===== config.mk =====
export PLATFORM = sky130hd
export DESIGN_NAME = pst_ctrl
export DESIGN_NICKNAME = d
export VERILOG_FILES = /design/src/design/assert_macros.svh /design/src/design/pst_pkg.sv /design/src/design/pst_ctrl.sv
export SDC_FILE = /design/constraint.sdc
export NUM_CORES = 1
export LEC_CHECK = 0
export BUFFER_PORTS_ARGS = -buffer_cell sky130_fd_sc_hd__buf_2
export CAP_MARGIN = 20
export CORE_MARGIN = 2
export CORE_UTILIZATION = 44
export DETAILED_ROUTE_END_ITERATION = 10
export MAX_ROUTING_LAYER = met4
export PLACE_DENSITY = 0.86
export SYNTH_ARGS = -nofsm -noshare
export SYNTH_HDL_FRONTEND = slang
export SYNTH_SLANG_ARGS = --single-unit

===== constraint.sdc =====
create_clock -name clk -period 1.8 [get_ports clk]
set_input_delay 0.27 -clock clk [delete_from_list [all_inputs] [get_ports clk]]
set_output_delay 0.27 -clock clk [all_outputs]
set_load 0.005 [all_outputs]

===== src/design/assert_macros.svh =====
// ----------------------------------------------------------------------------
// Assertion macros
// Shared concurrent assertion helpers, compiled out when SYNTH is defined.
// ----------------------------------------------------------------------------
`ifndef ASSERT_MACROS_SVH
`define ASSERT_MACROS_SVH

`ifndef SYNTH
// Same-cycle implication: whenever ante holds, cons holds too.
`define ASSERT_IMPLIES(lbl, clk, rst, ante, cons, msg) \
  lbl: assert property (@(posedge clk) disable iff (rst) (ante) |-> (cons)) else $error(msg);
// Next-cycle implication: whenever ante holds, cons holds in the following cycle.
`define ASSERT_NEXT(lbl, clk, rst, ante, cons, msg) \
  lbl: assert property (@(posedge clk) disable iff (rst) (ante) |=> (cons)) else $error(msg);
`else
`define ASSERT_IMPLIES(lbl, clk, rst, ante, cons, msg)
`define ASSERT_NEXT(lbl, clk, rst, ante, cons, msg)
`endif

`endif


===== src/design/pst_pkg.sv =====
// ----------------------------------------------------------------------------
// pst_pkg
// Types and codes shared by the profile strip triangulator modules.
// ----------------------------------------------------------------------------
package pst_pkg;

  localparam int unsigned VERTEX_W  = 16;
  localparam int unsigned PROFILE_W = 5;

  typedef enum logic {
    OP_APPEND  = 1'b0,
    OP_CONNECT = 1'b1
  } op_t;

  typedef enum logic [1:0] {
    ST_TRIANGLE  = 2'd0,
    ST_EMPTY     = 2'd1,
    ST_OVERFLOW  = 2'd2,
    ST_UNDEFINED = 2'd3
  } result_status_t;

  // Which profile boundary a start-table read fetches.
  typedef enum logic [1:0] {
    TS_START_A = 2'd0,
    TS_END_A   = 2'd1,
    TS_START_B = 2'd2,
    TS_END_B   = 2'd3
  } tbl_sel_t;

  // Which walk pointer addresses the vertex store.
  typedef enum logic {
    VS_A = 1'b0,
    VS_B = 1'b1
  } vsel_t;

  typedef struct packed {
    op_t                  operation;
    logic [VERTEX_W-1:0]  vertex_index;
    logic                 closes_profile;
    logic [PROFILE_W-1:0] profile_a;
    logic [PROFILE_W-1:0] profile_b;
    logic                 even_pattern;
  } req_item_t;

  typedef struct packed {
    logic [VERTEX_W-1:0] corner_first;
    logic [VERTEX_W-1:0] corner_second;
    logic [VERTEX_W-1:0] corner_third;
    result_status_t      status;
    logic                last;
  } res_item_t;

  typedef struct packed {
    logic           latch;
    logic           append;
    logic           tbl_rd;
    tbl_sel_t       tbl_sel;
    logic           calc;
    logic           vrd;
    vsel_t          vsel;
    logic           shift;
    logic           push;
    logic           push_second;
    logic           step;
    logic           fin;
    result_status_t fin_status;
  } dp_cmd_t;

  typedef struct packed {
    op_t  operation;
    logic overflow;
    logic undefined;
    logic no_pairs;
    logic last_pair;
    logic hit_first;
    logic hit_second;
    logic can_push;
    logic out_free;
    logic pend_valid;
  } dp_status_t;

endpackage


===== src/design/pst_ctrl.sv =====
// ----------------------------------------------------------------------------
// pst_ctrl
// Sequencer for append and connect requests; drives datapath commands.
// ----------------------------------------------------------------------------
module pst_ctrl (
  input  logic                clk,
  input  logic                rst,
  input  logic                req_valid,
  output logic                req_ready,
  input  pst_pkg::dp_status_t sts,
  output pst_pkg::dp_cmd_t    cmd
);

  typedef enum logic [3:0] {
    S_IDLE, S_DECODE, S_TEA, S_TSB, S_TEB, S_TWAIT, S_CALC,
    S_PA, S_PB, S_RB, S_RD, S_T1, S_T2, S_FIN
  } state_t;

  state_t                   state;
  state_t                   state_next;
  pst_pkg::result_status_t  fin_code;
  pst_pkg::result_status_t  fin_code_next;

  always_ff @(posedge clk) begin
    if (rst) begin
      state    <= S_IDLE;
      fin_code <= pst_pkg::ST_EMPTY;
    end else begin
      state    <= state_next;
      fin_code <= fin_code_next;
    end
  end

  always_comb begin
    state_next     = state;
    fin_code_next  = fin_code;
    req_ready      = 1'b0;
    cmd            = '0;
    cmd.fin_status = fin_code;
    case (state)
      S_IDLE: begin
        req_ready = 1'b1;
        if (req_valid) begin
          cmd.latch  = 1'b1;
          state_next = S_DECODE;
        end
      end
      S_DECODE: begin
        if (sts.operation == pst_pkg::OP_APPEND) begin
          if (sts.overflow) begin
            fin_code_next = pst_pkg::ST_OVERFLOW;
            state_next    = S_FIN;
          end else begin
            cmd.append = 1'b1;
            state_next = S_IDLE;
          end
        end else if (sts.undefined) begin
          fin_code_next = pst_pkg::ST_UNDEFINED;
          state_next    = S_FIN;
        end else begin
          cmd.tbl_rd  = 1'b1;
          cmd.tbl_sel = pst_pkg::TS_START_A;
          state_next  = S_TEA;
        end
      end
      S_TEA: begin
        cmd.tbl_rd  = 1'b1;
        cmd.tbl_sel = pst_pkg::TS_END_A;
        state_next  = S_TSB;
      end
      S_TSB: begin
        cmd.tbl_rd  = 1'b1;
        cmd.tbl_sel = pst_pkg::TS_START_B;
        state_next  = S_TEB;
      end
      S_TEB: begin
        cmd.tbl_rd  = 1'b1;
        cmd.tbl_sel = pst_pkg::TS_END_B;
        state_next  = S_TWAIT;
      end
      S_TWAIT: begin
        state_next = S_CALC;
      end
      S_CALC: begin
        cmd.calc      = 1'b1;
        fin_code_next = pst_pkg::ST_EMPTY;
        state_next    = sts.no_pairs ? S_FIN : S_PA;
      end
      S_PA: begin
        cmd.vrd    = 1'b1;
        cmd.vsel   = pst_pkg::VS_A;
        state_next = S_PB;
      end
      S_PB: begin
        cmd.vrd    = 1'b1;
        cmd.vsel   = pst_pkg::VS_B;
        state_next = S_RB;
      end
      S_RB: begin
        cmd.shift  = 1'b1;
        cmd.vrd    = 1'b1;
        cmd.vsel   = pst_pkg::VS_A;
        state_next = S_RD;
      end
      S_RD: begin
        cmd.vrd    = 1'b1;
        cmd.vsel   = pst_pkg::VS_B;
        state_next = S_T1;
      end
      S_T1: begin
        if (!sts.hit_first) begin
          state_next = S_T2;
        end else if (sts.can_push) begin
          cmd.push   = 1'b1;
          state_next = S_T2;
        end
      end
      S_T2: begin
        if (!sts.hit_second || sts.can_push) begin
          cmd.push        = sts.hit_second;
          cmd.push_second = 1'b1;
          if (sts.last_pair) begin
            state_next = S_FIN;
          end else begin
            cmd.step   = 1'b1;
            state_next = S_RB;
          end
        end
      end
      S_FIN: begin
        if (sts.out_free) begin
          cmd.fin    = 1'b1;
          state_next = S_IDLE;
        end
      end
      default: begin
        state_next = S_IDLE;
      end
    endcase
  end

endmodule


; Yosys cells after proc, flatten, opt, wreduce, memory -nomap -nowiden
; Index checks and enable logic that the tools add are counted.
[classes]
add_sub_neg = 0
multipliers = 0
div = 0
n_lt_le_gt_ge = 0
eq_ne = 19
shift = 0
muxes = 35
bitwise = 0
reduce_logical = 8
[op_table]
columns = cell, n
row1 = 4-bit one-hot mux with 14 select lines, 1
row2 = 4-bit two-way mux, 9
row3 = 4-bit == test (second input constant), 6
row4 = 4-bit by 3-bit == test with 1-bit output (second input constant), 4
row5 = 1-bit two-way mux, 13
row6 = 3-bit two-way mux, 4
row7 = 3-bit one-hot mux with 4 select lines, 1
row8 = 3-bit inequality test (second input constant), 3
row9 = 4-bit by 2-bit == test with 1-bit output (second input constant), 2
row10 = 2-bit two-way mux, 4
row11 = 2-bit one-hot mux with 2 select lines, 2
row12 = 2-bit inequality test (second input constant), 3
row13 = 4-bit by 1-bit == test with 1-bit output (second input constant), 1
row14 = 4-bit logical NOT, 1
row15 = 4-bit AND reduction, 1
row16 = 2-bit OR reduction, 2
row17 = 3-bit AND reduction, 1
row18 = 1-bit one-hot mux with 2 select lines, 1
row19 = 2-bit nonzero test, 1
row20 = 1-bit logical NOT, 1
row21 = 1-bit logical OR, 1
[word_totals]
register_bits = 6
latch_bits = 0
ramBits = 0
mem_bits_ro = 0
input_bits = 13
output_inout_bits = 16
wordCells = 64
memories = 0

; Longest topological paths before layout
; Gate-level depths: netlist of run 1.
[logic_depth]
depth_word = 4
depth_mapped = 6
mapped_depth_nobuf = 4

; Worst setup path after synthesis of run 1
; No wires, ideal clock.
[synth_path]
path_type = register to register
startpoint = register state[2]
endpoint = register state[0]
setup_time_ns = 0.070
t_arrival_ns = 1.567
required_time_ns = 1.730
slack_ns = 0.163
stages_incl_launch_ff = 6
path_buffers = 1
synth_period_minus_slack_ns = 1.637
path_cell_list = dfxtp_1 -> buf_2 -> or4b_4 -> o21ai_1 -> or4b_1 -> a21oi_1
[synth_between]
elab_chain_cells = 3
word_cells_on_any_way = 20
cone_classes = 17 x eq/ne / 1 x mux / 2 x reduce/logical
[synth_rtl]
columns = element, line_no
row1 = from (decl), pst_ctrl.sv:19  ; state_t state;
row2 = from (signal assigned), pst_ctrl.sv:29  ; state <= state_next;
row3 = 4-bit == test / 4-bit logical NOT (equally long branches), pst_ctrl.sv:40  ; case (state)
row4 = 3-bit inequality test (no line) / 2-bit inequality test (equally long branches), -
row5 = 4-bit AND reduction (no line), -
; Several ways; a longest one is shown, not always the timed one.
; A chain may end at the register's enable or synchronous reset.

==> results of run 1 <==
## final timing paths
check,end,slack [ns],cells after the start
max reg2reg,state[0],0.11,4
max,cmd[13],0.09,3
min reg2reg,fin_code[1],0.47,1
min,state[0],0.27,2
## flip-flops by register name, summed over array words and instances, names as in the netlist
signal and cells:
state 4, fin_code 2
## power groups by stage
stage | clock, mW | sequential [mW] | combinational, mW
finish | 0.118 | 0.215 | 0.563
global route | 0.132 | 0.221 | 0.620
CTS | 0.123 | 0.205 | 0.517
detailed placement | 0 | 0.203 | 0.498
global placement | 0 | 0.201 | 0.483
floorplan | 0 | 0.183 | 0.331
## cells in the final DEF (no fill, tap or decap), types with 4 or more instances in the layout
cell,instances
nand2_1,4
nand3_1,6
dfxtp_1,4
nor3_1,4
buf_4,9
nor2_1,7
nor2b_1,6
buf_2,27
a21oi_1,5
## layer usage
layer | share of wire (%) | routed length [µm] | track usage (%)
met1 | 45 | 785 | 25.2
met2 | 48 | 842 | 43.0
met3 | 6.6 | 115 | 6.52
met4 | 0 | 0 | 0
met5 | 0 | 0 | -
## what timing repair did
item,CTS,global route
pin swaps,1,1
gates cloned,0,0
hold endpoints to repair,0,0
buffers inserted,3,0
setup endpoints to repair,1,5
gates resized for setup,4,8
## cells by family (layout without fill, tap and decap cells)
| group | Yosys count | after routing |
|---|---|---|
| buffers and inverters | 7 | 41 |
| AND/OR/NAND/NOR | 50 | 50 |
| AO/OA/AOI/OAI | 20 | 20 |
| multiplexers | 3 | 3 |
| flip-flops | 6 | 6 |
## metrics by stage
step / power [mW] / cell area [µm²] / setup slack, ns / cells
floorplan: 0.514 / 604 / 0.163 / 86
global placement: 0.684 / 793 / 0.131 / 130
detailed placement: 0.701 / 793 / 0.0950 / 130
CTS: 0.845 / 840 / 0.0378 / 135
global route: 0.973 / 878 / -0.00386 / 135
finish: 0.896 / 878 / 0.0949 / 135
## area by class of cell
cell class	count	share of cell area, %
multi-input cells	73	56.3
repair buffers	37	24.4
flip-flops and latches	6	14.2
clock buffers	3	2.56
well taps	15	2.14
inverters	1	0.427
==> impl_metrics.yaml, run 1 <==
synthesis:
  synth_commonest_cells: "7 x nor2_1, 6 x dfxtp_1, 6 x nand3_1, 6 x nor2b_1, 5 x a21oi_1"
  synth_simple_gate_area_share_pct: 48.7
  synth_area_per_cell_um2: 7.03
  ys_ff_latch: 6
  yosysSeqAreaShare_pct: 19.9
  async_flop_share_pct: 0
  synth_edf_count: 0
  synth-compound-area-share_pct: 21.7
  synth_top_family_by_area: "simple AND/OR/NAND/NOR gates"
  synth_top_area_cell: "dfxtp_1"
  syn_area_um2: 604
  synth_flop_cell: "dfxtp_1"
  synthXorXnorAreaFrac_pct: 0
  synth_nets: 99
  synth.most_common_cell: "nor2_1"
  synth_area_leaders: "dfxtp_1 20%, nor2b_1 6.2%, mux2i_1 5.0%"
  yosys.area.top_type_share_pct: 19.9
  synthMuxAreaShare_pct: 4.97
  ys_types: 32
  synth_fa_ha_area_share_pct: 0
  ys_warn_count: 0
  syn_inst: 86
die:
  die_h_um: 41.1
  fp.dieW_um: 41.1
  fp-row-count: 13
  start_util_pct: 47.0
  dieArea_um2: 1690
  core_um2: 1280
  ios: 29
cells_and_area:
  multiInputGateArea_um2: 494
  drive_gt1_share_pct: 41.7
  register_area_um2: 125
  antenna_cells: 0
  final_util_pct: 68.4
  area_delta_synth_final_pct: 45.3
  nFillCells: 102
  nets: 135
power_and_ir_drop:
  comb_power_share_pct: 62.8
  power_switching_mw: 0.358
  p_per_area_nw_per_um2: 1020
  p_int_mw: 0.538
  ir_drop_v: 0.000607
  p_sw_share_pct: 40.0
  seq_power_share_pct: 24.0
  p_clk_share_pct: 13.2
  p_leak_nw: 0.437
critical_path:
  worstSetupPathType: "register to output port"
  slowest_delay_ns: 0.53
  cp_cell_sequence: "or4b_4 > nor3_1 > buf_2"
  crit_buf_inv: 1
  r2r_start: "state[2]"
  crit_start: "state[2]"
  crit_arrival_ns: 1.44
  end_kind: "output port"
  required_ns: 1.53
  cp_slowest_cell: "or4b_4"
  cp_max_fo: 10
  crit_family: "simple AND/OR/NAND/NOR gates"
  startpoint_type: "register"
grt:
  grt_pass1_wl_mm: 2.53
  grt_max_degree: 18
  antenna_found_initial: 0
  grtUsageTotal_pct: 23.0
  grt-ovfl-total: 0
  grt_pass1_vias: 650
clock_network:
  clkTransAtPathRegs_ns: 0.04
  ctsHoldBuffers: 0
  htreeDepth: 1
  cts_sinks: 6
  cts_buffer_depth: 2
  insertion_delay_ns: 0.24
  cts_buffers: 3
  cts_tree: "done"
  root_buffer: "clkbuf_4"
drt:
  drcViolationCount: 0
  ant_nets: 0
  drt_iter0_markers: 21
  wirelength_mm: 1.74
  avgRoutedWirePerCell_um: 12.9
  vias_per_cell: 5.72
  via_count: 772
  first_pass_iters: 4
place:
  dp_hpwl_mm: 1.26
  portBuffers: 27
  routabilityCongestion: 0.897
sta:
  relSlewSlack_pct: 78.4
  tns_ns: 0
  fin_crit_sh_pct: 94.7
  hold_viol: 0
  hold_slack_ns: 0.271
  finClkSkew_ns: 0.00219
  fmaxAchievable_mhz: 586
  period_needed_ns: 1.71
  slew_viol_final: 0
  worst_pin_slew_ns: 0.315
  setup_viol: 0
hold_path:
  hp-class: "input port to register"
  min_from: "rst"
run_status:
  outcome: "finished, final reports clean"
flow_run:
  drv_cap: 0
Power figures use the tool's default switching activity.
==> run 2, diff against run 1 <==
==> constraint.sdc (replaced) <==
create_clock -name clk -period 1.8 [get_ports clk]
set_input_delay 0.36 -clock clk [delete_from_list [all_inputs] [get_ports clk]]
set_output_delay 0.36 -clock clk [all_outputs]
set_load 0.005 [all_outputs]
==> impl_metrics.yaml, run 2 (same netlist as run 1, synthesis figures left out) <==
cells_and_area:
  final_cell_mix: "27 x buf_2, 10 x buf_4, 7 x nor2_1"
  area_delta_synth_final_pct: 42.7
  final_common_cell: "buf_2"
  largest_reg_flops: 4
  instances_no_fill: 135
  drive_gt1_share_pct: 41.7
  nets: 135
  reg.largest.list: "state x4, fin_code x2"
  antenna_cells: 0
  regMostFlops: "state"
  final_area_um2: 862
die:
  core_um2: 1280
  fp-row-count: 13
  die_h_um: 41.1
  dieArea_um2: 1690
  start_util_pct: 47.0
  fp.dieW_um: 41.1
  ios: 29
sta:
  finClkSkew_ns: 0.000621
  setup_slack_ns: 0.00598
  relSlewSlack_pct: 74.9
  worst_pin_slew_ns: 0.366
  period_needed_ns: 1.79
  fmaxAchievable_mhz: 557
  slew_viol_final: 0
  fin_crit_sh_pct: 99.7
  setup_viol: 0
  tns_ns: 0
  hold_slack_ns: 0.363
  rsz0062_at_grt: "true"
  hold_viol: 0
drt:
  wirelength_mm: 1.73
  vias_per_cell: 5.52
  first_pass_iters: 4
  ant_nets: 0
  avgRoutedWirePerCell_um: 12.8
  drcViolationCount: 0
  via_count: 745
  drt_iter0_markers: 18
critical_path:
  startpoint_type: "register"
  cp_max_fo: 9
  worstSetupPathType: "register to output port"
  crit_buf_inv: 1
  cp_cell_sequence: "or4b_4 > nor3_2 > buf_2"
  crit_family: "simple AND/OR/NAND/NOR gates"
  required_ns: 1.44
  end_kind: "output port"
  crit_arrival_ns: 1.43
  slowest_delay_ns: 0.57
  cp_slowest_cell: "or4b_4"
grt:
  grt_max_degree: 18
  grt_pass1_vias: 647
  grt_pass1_wl_mm: 2.58
  antenna_found_initial: 0
  grt-ovfl-total: 0
  grtUsageTotal_pct: 23.8
power_and_ir_drop:
  power_switching_mw: 0.352
  p_leak_nw: 0.436
  p_per_area_nw_per_um2: 1010
  seq_power_share_pct: 25.0
  p_int_mw: 0.522
  comb_power_share_pct: 60.7
  p_clk_share_pct: 14.3
  p_sw_share_pct: 40.3
  ir_drop_v: 0.000535
clock_network:
  cts_sinks: 6
  htreeDepth: 1
  clkTransAtPathRegs_ns: 0.05
  insertion_delay_ns: 0.24
  cts_buffer_depth: 2
  root_buffer: "clkbuf_4"
  cts_buffers: 3
  cts_tree: "done"
place:
  portBuffers: 27
  dpl_cell_area_um2: 801
  dp_hpwl_mm: 1.26
  routabilityCongestion: 0.859
  dpl.cell_count: 131
  place_ws_ns: 0.0561
run_status:
  outcome: "finished, final reports clean"
flow_run:
  drv_cap: 0
hold_path:
  hp-class: "input port to register"
## run 2: power groups by stage
stage	clock [mW]	combinational [mW]	sequential (mW)
6_report	0.125	0.530	0.219
5_1_grt	0.136	0.591	0.221
4_1_cts	0.130	0.505	0.215
3_5_place_dp	0	0.498	0.212
3_3_place_gp	0	0.484	0.209
2_1_floorplan	0	0.331	0.183
## run 2: through the flow
stage | utilization, % | power [mW]
after floorplan | - | 0.514
after global placement | 62.3 | 0.693
after detailed placement | 62.3 | 0.710
after CTS | 65.4 | 0.850
after global routing | 67.1 | 0.948
final | 67.1 | 0.873
## run 2: final timing paths
check,start,endpoint,slack [ns],cells past startpoint
worst min register to register,fin_code[1],fin_code[1],0.47,1
worst max-delay path,state[1],cmd[13],0.006,3
worst min-delay path,rst,state[0],0.36,2
worst max register to register,state[1],state[0],0.08,4
## run 2: metal layers
| layer | wire length, µm | vias up | global-route usage, % |
|---|---|---|---|
| met5 | 0 | - | - |
| met4 | 0 | 0 | 10.8 |
| met1 | 763 | 340 | 24.3 |
| met3 | 101 | 0 | 2.17 |
| met2 | 868 | 23 | 44.9 |
| li1 | - | 382 | - |
## run 2: cell type report
class                   instances  area [µm²]
well taps                      15        18.8
flip-flops and latches          6         126
multi-input cells              73         480
repair buffers                 37         210
clock buffers                   3        22.5
inverters                       1        3.75
fillers                       110         423
## run 2: worst reg2reg max path: cells and delay by family (launching register included)
kind | cells | cell delay, ns
simple gates | 2 | 1.01
compound gates | 2 | 0.26
flops | 1 | 0.37
## run 2: repair_timing
item / CTS / global route
buffers inserted: 0 / 1
hold endpoints to repair: 0 / 0
pin swaps: 0 / 1
endpoints found under the setup margin: 6 / 10
resized for setup: 6 / 3
hold buffers: 0 / 0
==> run 3, diff against run 2 <==
- CORE_UTILIZATION: 44 -> 40
- PLACE_DENSITY: 0.86 -> 0.82
- clock period: 1.8 -> 1.52 ns (I/O delays scaled with it)
==> impl_metrics.yaml, run 3 (same netlist as run 1, synthesis figures left out) <==
clock_network:
  insertion_delay_ns: 0.25
  cts_buffers: 3
  cts_tree: "done"
  root_buffer: "clkbuf_4"
  ctsHoldBuffers: 0
  htreeDepth: 1
  cts_sinks: 6
  cts_buffer_depth: 2
  clkTransAtPathRegs_ns: 0.06
cells_and_area:
  final_util_pct: 86.7
  final_area_um2: 1260
  drive_gt1_share_pct: 67.8
  final_cell_mix: "27 x buf_2, 25 x buf_4, 13 x buf_6"
  antenna_cells: 0
  area_delta_synth_final_pct: 108
  regMostFlops: "state"
  final_common_cell: "buf_2"
  reg.largest.list: "state x4, fin_code x2"
  largest_reg_flops: 4
  nets: 164
die:
  dieArea_um2: 1840
  die_h_um: 42.9
  core_um2: 1450
  fp-row-count: 14
  ios: 29
  fp.dieW_um: 42.9
  start_util_pct: 41.6
sta:
  rsz0062_at_grt: "true"
  fin_crit_sh_pct: 122
  setup_slack_ns: -0.331
  tns_ns: -2.74
  relSlewSlack_pct: 72.3
  period_needed_ns: 1.85
  slew_viol_final: 0
  fmaxAchievable_mhz: 540
  setup_viol: 16
  hold_viol: 0
  finClkSkew_ns: 0.00957
  worst_pin_slew_ns: 0.404
power_and_ir_drop:
  p_leak_nw: 0.634
  p_per_area_nw_per_um2: 1260
  ir_drop_v: 0.000889
place:
  dp_hpwl_mm: 1.51
  portBuffers: 27
  routabilityCongestion: 0.855
  dpl_cell_area_um2: 907
  place_ws_ns: -0.247
grt:
  grtUsageTotal_pct: 26.8
  grt-ovfl-total: 0
  grt_pass1_wl_mm: 3.55
  grt_pass1_vias: 814
  grt_max_degree: 13
  antenna_found_initial: 0
critical_path:
  worstSetupPathType: "register to output port"
  cp_slowest_cell: "dfxtp_4"
  startpoint_type: "register"
  crit_arrival_ns: 1.55
  end_kind: "output port"
  required_ns: 1.22
  cp_cell_sequence: "buf_4 > or2_4 > buf_6 > o22ai_2 > and3_1 > buf_2"
  cp_max_fo: 4
  r2r_cells: 7
  slowest_delay_ns: 0.36
hold_path:
  hp-class: "input port to register"
  min_path_cells: 2
drt:
  drt_iter0_markers: 46
  drcViolationCount: 0
  wirelength_mm: 2.93
  vias_per_cell: 6.05
  ant_nets: 0
  via_count: 998
  avgRoutedWirePerCell_um: 17.8
  first_pass_iters: 4
run_status:
  outcome: "complete, but fails checks"
  violations: "setup timing"
flow_run:
  drv_cap: 0
run 3: changes by cell type in the layout (fill, tap and decap cells not counted), sizes merged:
cell / delta
buf: +29
run 3: path summary, 6_finish.rpt:
| kind | startpoint | end | slack (ns) |
|---|---|---|---|
| max reg2reg | state[3] | state[0] | -0.27 |
| max | state[1] | cmd[5] | -0.33 |
| min | rst | state[0] | 0.30 |
| min reg2reg | fin_code[1] | fin_code[1] | 0.47 |
run 3: timing repair:
item / CTS / global route
pin swaps: 5 / 12
hold endpoints to repair: 0 / 0
resized for setup: 31 / 26
setup buffers: 2 / 17
endpoints found under the setup margin: 16 / 17
run 3: power by group:
group          total [mW]  leakage (nW)  internal (mW)  switching (mW)
Sequential          0.253        0.0517          0.206          0.0469
Clock               0.158        0.0138         0.0901          0.0681
Combinational        1.18         0.568          0.666           0.516
run 3: critical path: cells and delay by family, from the launching register on:
family                 cells  cell delay [ns]
AO/OA/AOI/OAI              1             0.15
buffers and inverters      3             0.37
flip-flops                 1             0.36
AND/OR/NAND/NOR            2             0.42
run 3: cell type report:
cell class / count / area (µm²)
Clock buffer: 3 / 22.5
Fill cell: 79 / 194
Inverter: 1 / 3.75
Multi-Input combinational cell: 73 / 597
Sequential cell: 6 / 133
Tap cell: 16 / 20.0
Timing Repair Buffer: 66 / 484
run 3: routing by layer:
| layer | vias to the layer above | share of wire, % | global-route usage (%) |
|---|---|---|---|
| li1 | 440 | - | - |
| met1 | 478 | 33 | 25.9 |
| met2 | 68 | 56 | 51.2 |
| met3 | 12 | 8.3 | 3.83 |
| met4 | 0 | 3.0 | 12.5 |
| met5 | - | 0 | - |
run 3: metrics by stage:
stage,power [mW],instances,hold WS (ns)
6_report,1.59,165,0.301
5_1_grt,1.68,165,0.294
4_1_cts,1.33,151,0.297
3_5_place_dp,0.975,146,0.453
3_3_place_gp,0.945,146,0.452
2_1_floorplan,0.615,86,0.373
